--- config.mk ---
export PLATFORM = sky130hd
export DESIGN_NAME = nnfs_geom
export DESIGN_NICKNAME = d
export VERILOG_FILES = /design/src/hdl/nnfs_pkg.sv /design/src/hdl/nnfs_geom.sv
export SDC_FILE = /design/constraint.sdc
export NUM_CORES = 1
export LEC_CHECK = 0
export ABC_AREA = 1
export BUFFER_PORTS_ARGS = -buffer_cell sky130_fd_sc_hd__buf_2
export CAP_MARGIN = 40
export CORE_MARGIN = 3
export CORE_UTILIZATION = 39
export CTS_BUF_LIST = sky130_fd_sc_hd__clkbuf_4
export DETAILED_ROUTE_END_ITERATION = 6
export PLACE_DENSITY = 0.67
export SETUP_SLACK_MARGIN = 0.4
export SLEW_MARGIN = 40
export SYNTH_ARGS = -nofsm -noshare
export SYNTH_HDL_FRONTEND = slang
export SYNTH_SLANG_ARGS = --single-unit
--- constraint.sdc ---
create_clock -name clk -period 6.3 [get_ports clk]
set_clock_uncertainty 0.2 [all_clocks]
set_input_delay 1.26 -clock clk [delete_from_list [all_inputs] [get_ports clk]]
set_output_delay 1.26 -clock clk [all_outputs]
set_load 0.1 [all_outputs]
--- src/hdl/nnfs_pkg.sv ---
// shared constants, codes and helpers for the letterbox scaler
`default_nettype none
package nnfs_pkg;

  localparam int MAX_IMAGE_WIDTH_DEF  = 256;
  localparam int MAX_IMAGE_HEIGHT_DEF = 256;
  localparam int MAX_FRAME_DIM_DEF    = 4096;

  localparam int COORD_W     = 12;
  localparam int PIXEL_W     = 32;
  localparam int FRAME_CFG_W = 13;
  localparam int IMAGE_CFG_W = 9;
  localparam int CFG_DATA_W  = 32;
  localparam int CFG_INDEX_W = 3;

  localparam logic [FRAME_CFG_W-1:0] FRAME_WIDTH_RST  = 13'd640;
  localparam logic [FRAME_CFG_W-1:0] FRAME_HEIGHT_RST = 13'd480;
  localparam logic [IMAGE_CFG_W-1:0] IMAGE_WIDTH_RST  = 9'd256;
  localparam logic [IMAGE_CFG_W-1:0] IMAGE_HEIGHT_RST = 9'd256;
  localparam logic [PIXEL_W-1:0]     BACKGROUND_RST   = 32'hFF0F1116;

  typedef enum logic [CFG_INDEX_W-1:0] {
    CFG_FRAME_WIDTH  = 3'd0,
    CFG_FRAME_HEIGHT = 3'd1,
    CFG_IMAGE_WIDTH  = 3'd2,
    CFG_IMAGE_HEIGHT = 3'd3,
    CFG_BACKGROUND   = 3'd4
  } cfg_index_t;

  typedef enum logic {
    OP_WRITE = 1'b0,
    OP_READ  = 1'b1
  } op_t;

  function automatic int max2(input int a, input int b);
    return (a > b) ? a : b;
  endfunction

endpackage
`default_nettype wire

--- src/hdl/nnfs_geom.sv ---
// configuration registers and sequential display window computation
`default_nettype none
module nnfs_geom #(
  parameter int MAX_IMAGE_WIDTH  = nnfs_pkg::MAX_IMAGE_WIDTH_DEF,
  parameter int MAX_IMAGE_HEIGHT = nnfs_pkg::MAX_IMAGE_HEIGHT_DEF,
  parameter int MAX_FRAME_DIM    = nnfs_pkg::MAX_FRAME_DIM_DEF,
  localparam int IW_W = $clog2(MAX_IMAGE_WIDTH + 1),
  localparam int IH_W = $clog2(MAX_IMAGE_HEIGHT + 1),
  localparam int FW_W = $clog2(MAX_FRAME_DIM + 1)
) (
  input  wire logic                             clk,
  input  wire logic                             rst_n,
  input  wire logic                             cfg_we,
  input  wire logic [nnfs_pkg::CFG_INDEX_W-1:0] cfg_index,
  input  wire logic [nnfs_pkg::CFG_DATA_W-1:0]  cfg_wdata,
  output logic                                  busy,
  output logic      [FW_W-1:0]                  shown_w,
  output logic      [FW_W-1:0]                  shown_h,
  output logic      [FW_W-1:0]                  left_m,
  output logic      [FW_W-1:0]                  top_m,
  output logic      [IW_W-1:0]                  img_w,
  output logic      [IH_W-1:0]                  img_h,
  output logic      [nnfs_pkg::PIXEL_W-1:0]     background
);

  localparam int IMW   = nnfs_pkg::max2(IW_W, IH_W);
  localparam int PW    = FW_W + IMW;
  localparam int CNT_W = $clog2(PW);

  typedef enum logic [2:0] {ST_IDLE, ST_MUL, ST_CMP, ST_DIV, ST_FIN} state_t;

  state_t                               state_r;
  logic [nnfs_pkg::FRAME_CFG_W-1:0]     fw_cfg_r, fh_cfg_r;
  logic [nnfs_pkg::IMAGE_CFG_W-1:0]     iw_cfg_r, ih_cfg_r;
  logic [nnfs_pkg::PIXEL_W-1:0]         bg_r;
  logic [PW-1:0]                        pa_r, pb_r, num_r;
  logic [IMW-1:0]                       dvs_r, rem_r;
  logic                                 wlim_r;
  logic [CNT_W-1:0]                     cnt_r;
  logic [FW_W-1:0]                      sw_r, sh_r, lm_r, tm_r;

  logic [FW_W-1:0] fw, fh, qw, qh;
  logic [IW_W-1:0] iw;
  logic [IH_W-1:0] ih;
  logic [IMW:0]    tr;
  logic            ge;
  logic [IMW-1:0]  rem_nxt;
  logic            cfg_hit;

  // clamped register values
  always_comb begin
    if (fw_cfg_r == '0) fw = FW_W'(1);
    else if (32'(fw_cfg_r) > 32'(MAX_FRAME_DIM)) fw = FW_W'(MAX_FRAME_DIM);
    else fw = FW_W'(fw_cfg_r);
    if (fh_cfg_r == '0) fh = FW_W'(1);
    else if (32'(fh_cfg_r) > 32'(MAX_FRAME_DIM)) fh = FW_W'(MAX_FRAME_DIM);
    else fh = FW_W'(fh_cfg_r);
    if (32'(iw_cfg_r) > 32'(MAX_IMAGE_WIDTH)) iw = IW_W'(MAX_IMAGE_WIDTH);
    else iw = IW_W'(iw_cfg_r);
    if (32'(ih_cfg_r) > 32'(MAX_IMAGE_HEIGHT)) ih = IH_W'(MAX_IMAGE_HEIGHT);
    else ih = IH_W'(ih_cfg_r);
  end

  // one restoring division step, quotient shifts into num_r
  always_comb begin
    tr      = {rem_r, num_r[PW-1]};
    ge      = tr >= {1'b0, dvs_r};
    rem_nxt = ge ? IMW'(tr - {1'b0, dvs_r}) : IMW'(tr);
  end

  // scaled side clamped to 1..frame
  always_comb begin
    if (num_r == '0) qh = FW_W'(1);
    else if (num_r > PW'(fh)) qh = fh;
    else qh = FW_W'(num_r);
    if (num_r == '0) qw = FW_W'(1);
    else if (num_r > PW'(fw)) qw = fw;
    else qw = FW_W'(num_r);
  end

  assign cfg_hit = cfg_we && (cfg_index == nnfs_pkg::CFG_FRAME_WIDTH ||
                              cfg_index == nnfs_pkg::CFG_FRAME_HEIGHT ||
                              cfg_index == nnfs_pkg::CFG_IMAGE_WIDTH ||
                              cfg_index == nnfs_pkg::CFG_IMAGE_HEIGHT ||
                              cfg_index == nnfs_pkg::CFG_BACKGROUND);

  always_ff @(posedge clk) begin
    if (!rst_n) begin
      state_r  <= ST_MUL;
      fw_cfg_r <= nnfs_pkg::FRAME_WIDTH_RST;
      fh_cfg_r <= nnfs_pkg::FRAME_HEIGHT_RST;
      iw_cfg_r <= nnfs_pkg::IMAGE_WIDTH_RST;
      ih_cfg_r <= nnfs_pkg::IMAGE_HEIGHT_RST;
      bg_r     <= nnfs_pkg::BACKGROUND_RST;
    end else if (cfg_we) begin
      unique case (cfg_index)
        nnfs_pkg::CFG_FRAME_WIDTH:  fw_cfg_r <= cfg_wdata[nnfs_pkg::FRAME_CFG_W-1:0];
        nnfs_pkg::CFG_FRAME_HEIGHT: fh_cfg_r <= cfg_wdata[nnfs_pkg::FRAME_CFG_W-1:0];
        nnfs_pkg::CFG_IMAGE_WIDTH:  iw_cfg_r <= cfg_wdata[nnfs_pkg::IMAGE_CFG_W-1:0];
        nnfs_pkg::CFG_IMAGE_HEIGHT: ih_cfg_r <= cfg_wdata[nnfs_pkg::IMAGE_CFG_W-1:0];
        nnfs_pkg::CFG_BACKGROUND:   bg_r     <= cfg_wdata[nnfs_pkg::PIXEL_W-1:0];
        default: ;
      endcase
      if (cfg_hit) begin
        state_r <= ST_MUL;
      end
    end else begin
      unique case (state_r)
        ST_IDLE: ;
        ST_MUL: begin
          if (iw == '0 || ih == '0) begin
            sw_r    <= '0;
            sh_r    <= '0;
            lm_r    <= '0;
            tm_r    <= '0;
            state_r <= ST_IDLE;
          end else begin
            pa_r    <= PW'(fw) * PW'(ih);
            pb_r    <= PW'(fh) * PW'(iw);
            state_r <= ST_CMP;
          end
        end
        ST_CMP: begin
          // width limits when fw*ih <= fh*iw, numerator is that same product
          wlim_r  <= pa_r <= pb_r;
          num_r   <= (pa_r <= pb_r) ? pa_r : pb_r;
          dvs_r   <= (pa_r <= pb_r) ? IMW'(iw) : IMW'(ih);
          rem_r   <= '0;
          cnt_r   <= CNT_W'(PW - 1);
          state_r <= ST_DIV;
        end
        ST_DIV: begin
          rem_r <= rem_nxt;
          num_r <= {num_r[PW-2:0], ge};
          cnt_r <= cnt_r - 1'b1;
          if (cnt_r == '0) begin
            state_r <= ST_FIN;
          end
        end
        ST_FIN: begin
          if (wlim_r) begin
            sw_r <= fw;
            sh_r <= qh;
            lm_r <= '0;
            tm_r <= FW_W'((fh - qh) >> 1);
          end else begin
            sw_r <= qw;
            sh_r <= fh;
            lm_r <= FW_W'((fw - qw) >> 1);
            tm_r <= '0;
          end
          state_r <= ST_IDLE;
        end
        default: state_r <= ST_IDLE;
      endcase
    end
  end

  assign busy       = state_r != ST_IDLE;
  assign shown_w    = sw_r;
  assign shown_h    = sh_r;
  assign left_m     = lm_r;
  assign top_m      = tm_r;
  assign img_w      = iw;
  assign img_h      = ih;
  assign background = bg_r;

  a_cfg_restarts: assert property (@(posedge clk) disable iff (!rst_n)
    cfg_hit |=> busy)
    else $error("register write did not restart window computation");

  a_window_fits: assert property (@(posedge clk) disable iff (!rst_n)
    state_r == ST_IDLE |-> (sw_r <= fw && sh_r <= fh))
    else $error("display window larger than frame");

  a_window_pair: assert property (@(posedge clk) disable iff (!rst_n)
    state_r == ST_IDLE |-> ((sw_r == '0) == (sh_r == '0)))
    else $error("display window has one empty side");

endmodule
`default_nettype wire

==> flow_summary_export.csv <==
group,metric,value,unit
synthesis,synth-async-reset-ratio,0,%
cts,worst_case_clock_buffer_depth,3,
sta,finalWorstPathRequiredPeriod,5.66,ns
place,number_of_buffer_cells_added_on_primary_ports,138,
critical_path,critPathLaunchType,"flip-flop",
global_route,number_of_antenna_violations_at_the_first_check_in_global_routing,1,
sta,timing.final.hold_violations,0,
global_route,global_route.usage.met3,4.91,%
floorplanning,rows,80,
floorplanning,num_io_pins,141,
critical_path,r2r_setup_slack,0.64,ns
critical_path,most_used_cell_along_the_critical_path,"sky130_fd_sc_hd__inv_1",
synthesis,synth-main-ff-cell,"sky130_fd_sc_hd__edfxtp_1",
global_route,gr-usage-all-layers,21.6,%
critical_path,critical_path_class,"reg -> reg",
sta,max-slew-margin-rel,52.4,%
final_layout,finished_layout_cell_area,0.0217,sq mm
flow_run,timing.max_cap.violations,0,
synthesis,synth.area.top_cells,"sky130_fd_sc_hd__edfxtp_1 (22%), sky130_fd_sc_hd__fa_1 (17%), sky130_fd_sc_hd__ha_1 (11%), sky130_fd_sc_hd__nand2_1 (8.6%), sky130_fd_sc_hd__inv_1 (8.6%)",
routing,avgRoutedWirePerCell,17.5,um
run_status,run_status,"completed",
sta,final_min_period_over_clock_period,89.9,%
floorplanning,die_w,227,um
sta,drv_slew,0,
cts,worst_setup_hold_path_clk_slew,0.07,ns
place,place_congestion,0.931,
global_route,grt_max_degree,76,
global_route,global_route.usage.met1,29.2,%
cts,clockRootBuffer,"sky130_fd_sc_hd__clkbuf_4",
global_route,grt_pass1_vias,16365,
sta,fin_setup_tns,0,ns
synthesis,synth_sequential_area_ratio,30.4,%
power_and_ir_drop,vdd.ir_drop.worst,0.165,mV
final_layout,finish.utilization,45.3,%
critical_path,critical_path.reg2reg.endpoint,"pa_r[18]",
place,post-dp-hpwl,43800,um
routing,drcViolationCount,0,
power_and_ir_drop,leakage,0.0107,uW
worst_hold_path,worst_hold_path_type,"reg -> reg",
critical_path,timing.critical_path.arrival,6.03,ns
worst_hold_path,worstHoldStart,"background[27]",
synthesis,yosys.area.top_type,"sky130_fd_sc_hd__edfxtp_1",
cts,cts_inserted_buffers,59,
global_route,grt_overflow_total,0,
synthesis,post-synth-top-area-fraction,22.1,%
global_route,grt.busiest_layer,"met2",
routing,viasPerCell,5.24,
critical_path,required,6.67,ns
global_route,globalRouteMet2Util,34.1,%
critical_path,slowest_stage_cell_cp,"sky130_fd_sc_hd__fa_1",
place,placement.cell_area,0.0206,sq mm
synthesis,syn-mean-instance-area,8.13,sq um
worst_hold_path,min_delay_path_depth,2,
synthesis,synth_cell_types,52,
routing,postRouteWirelength,55900,um
sta,setup-violations-final,0,
sta,worst_slew_pin_slew,0.711,ns
worst_hold_path,min_to,"background[27]",
final_layout,nNetsFinal,2897,
synthesis,synth_warnings,0,
sta,clock.fmax,177,MHz
floorplanning,coreArea,0.0479,sq mm
synthesis,flops_latches_synth,219,
critical_path,rr_startpoint,"fw_cfg_r[6]",
power_and_ir_drop,p_per_area,175,mW/mm^2
cts,cts-hold-fix-buffers,0,
floorplanning,dieHeight,227,um
final_layout,final_layout_size_suffix_gt1_share,15.3,%
floorplanning,floorplan.die_area,0.0515,sq mm
critical_path,critical_path.max_stage_delay,0.54,ns
cts,tritoncts_num_sinks,219,
routing,drtAntennaViolNets,0,
synthesis,synth.most_common_cell,"sky130_fd_sc_hd__nand2_1",
sta,whs,0.259,ns
global_route,grt_pass1_wl,87000,um
critical_path,critical_path.endpoint_type,"flip-flop",
floorplanning,start_util,39.7,%
critical_path,worst-r2r-cell-count,27,
final_layout,area_delta_synth_final,13.9,%
routing,num_vias,16743,
routing,detail_route.iter0.violations,1234,
synthesis,synthesis.area,0.0191,sq mm
cts,cts_tree,"yes",
cts,htree_levels,2,
routing,firstDrtPassIters,5,
synthesis,synth_common_cells,"sky130_fd_sc_hd__nand2_1 (439), sky130_fd_sc_hd__inv_1 (434), sky130_fd_sc_hd__nor2_1 (272), sky130_fd_sc_hd__ha_1 (164), sky130_fd_sc_hd__fa_1 (159)",
synthesis,synth-edff-count,140,
sta,grt_setup_unrepaired,"true",
synthesis,synthCells,2343,
critical_path,crit_fanout,8,
cts,clkLatencyLatePin,0.82,ns
-- state kept, by name, indices dropped and copies added, names as in the netlist, 12 cells and up --
name and flops:
shown_w 13, fh_cfg_r 13, pa_r 22, shown_h 13
pb_r 22, fw_cfg_r 13, top_m 12, left_m 12
num_r 22, background 32
-- timing repair --
action / in CTS / in global routing
buffers inserted: 1 / 13
pin swaps: 0 / 7
endpoints found under the setup margin: 2 / 20
resized for setup: 3 / 43
-- layer usage --
metal | vias up | share of wire, %
li1 | 7880 | -
met5 | - | 0
met2 | 698 | 45
met4 | 0 | 3.4
met1 | 8047 | 43
met3 | 118 | 8.6
-- per-stage QoR --
stage          setup slack [ns]  total power, uW  cells
3_3_place_gp              0.433             2470   3075
3_5_place_dp              0.323             2480   3076
4_1_cts                   0.439             3810   3184
5_1_grt                   0.359             3990   3198
2_1_floorplan             0.436             2260   2344
6_report                  0.638             3790   3198
-- worst max-delay path by stage --
stage                     start  endpoint  slack [ns]
floorplan           ih_cfg_r[8]  pa_r[18]        0.44
global placement    iw_cfg_r[8]  pb_r[19]        0.43
detailed placement  iw_cfg_r[8]  pb_r[19]        0.32
CTS                 fh_cfg_r[7]  pb_r[19]        0.44
global route        fw_cfg_r[5]  pa_r[18]        0.36
finish              fw_cfg_r[6]  pa_r[18]        0.64
-- kinds of logic after synthesis --
family,share of synthesized area (%)
and+or+nand+nor,19.4
buffers and inverters,10.6
AOI/OAI and AO/OA,10.3
adders and majority gates,27.5
DFF,30.4
xor gates and xnor gates,1.93
other,0.0197
-- worst max-delay path: cells and delay by family (launching register included) --
kind | cells | cell delay (ns)
flip-flops | 1 | 0.32
AO/OA/AOI/OAI | 3 | 0.59
buffers and inverters | 7 | 0.78
AND/OR/NAND/NOR | 12 | 1.20
adder cells (fa/ha/maj) | 5 | 2.32
-- power breakdown --
group	internal [uW]	leakage [uW]	switching, uW	total, uW
sequential	1590	0.00198	29.8	1620
combinational	239	0.00827	617	856
clock	674	0.000449	643	1320
-- placed cells by master (no fill, tap or decap), types with 3 or more instances in the layout --
| master | n |
|---|---|
| sky130_fd_sc_hd__clkinv_1 | 21 |
| sky130_fd_sc_hd__nor2_1 | 251 |
| sky130_fd_sc_hd__a31oi_1 | 3 |
| sky130_fd_sc_hd__o21bai_1 | 4 |
| sky130_fd_sc_hd__nor4_1 | 3 |
| sky130_fd_sc_hd__nor2_2 | 24 |
| sky130_fd_sc_hd__buf_12 | 3 |
| sky130_fd_sc_hd__nand2_4 | 8 |
| sky130_fd_sc_hd__a211oi_1 | 8 |
| sky130_fd_sc_hd__clkbuf_4 | 87 |
| sky130_fd_sc_hd__nand2_1 | 437 |
| sky130_fd_sc_hd__xor2_1 | 28 |
| sky130_fd_sc_hd__o31ai_1 | 4 |
| sky130_fd_sc_hd__nand2_2 | 13 |
| sky130_fd_sc_hd__dfxtp_1 | 78 |
| sky130_fd_sc_hd__buf_2 | 138 |
| sky130_fd_sc_hd__edfxtp_1 | 140 |
| sky130_fd_sc_hd__a21oi_1 | 119 |
| sky130_fd_sc_hd__o211ai_1 | 34 |
| sky130_fd_sc_hd__and2_1 | 3 |
| sky130_fd_sc_hd__inv_1 | 428 |
| sky130_fd_sc_hd__o21ai_0 | 126 |
| sky130_fd_sc_hd__nor3_1 | 13 |
| sky130_fd_sc_hd__xnor2_1 | 14 |
| sky130_fd_sc_hd__buf_4 | 51 |
| sky130_fd_sc_hd__o21ai_2 | 5 |
| sky130_fd_sc_hd__fa_1 | 159 |
| sky130_fd_sc_hd__inv_2 | 22 |
| sky130_fd_sc_hd__nand3_1 | 87 |
| sky130_fd_sc_hd__a21o_1 | 5 |
| sky130_fd_sc_hd__inv_4 | 3 |
| sky130_fd_sc_hd__o22ai_1 | 24 |
| sky130_fd_sc_hd__nand4_1 | 15 |
| sky130_fd_sc_hd__o21ai_1 | 7 |
| sky130_fd_sc_hd__a221oi_1 | 3 |
| sky130_fd_sc_hd__nor2_4 | 16 |
| sky130_fd_sc_hd__clkinvlp_4 | 6 |
| sky130_fd_sc_hd__ha_1 | 161 |
-- area by class of cell --
cell class                 instances  area, sq um
sequential                       219         5790
clock inverter                    20          116
antenna                            1         2.50
fill                            4731        26200
inverter                         464         1760
clock buffer                      87          653
timing repair buffer             194         1160
tap                              615          769
multi-input combinational       1598        11400
(Power assumes the default switching activity.)
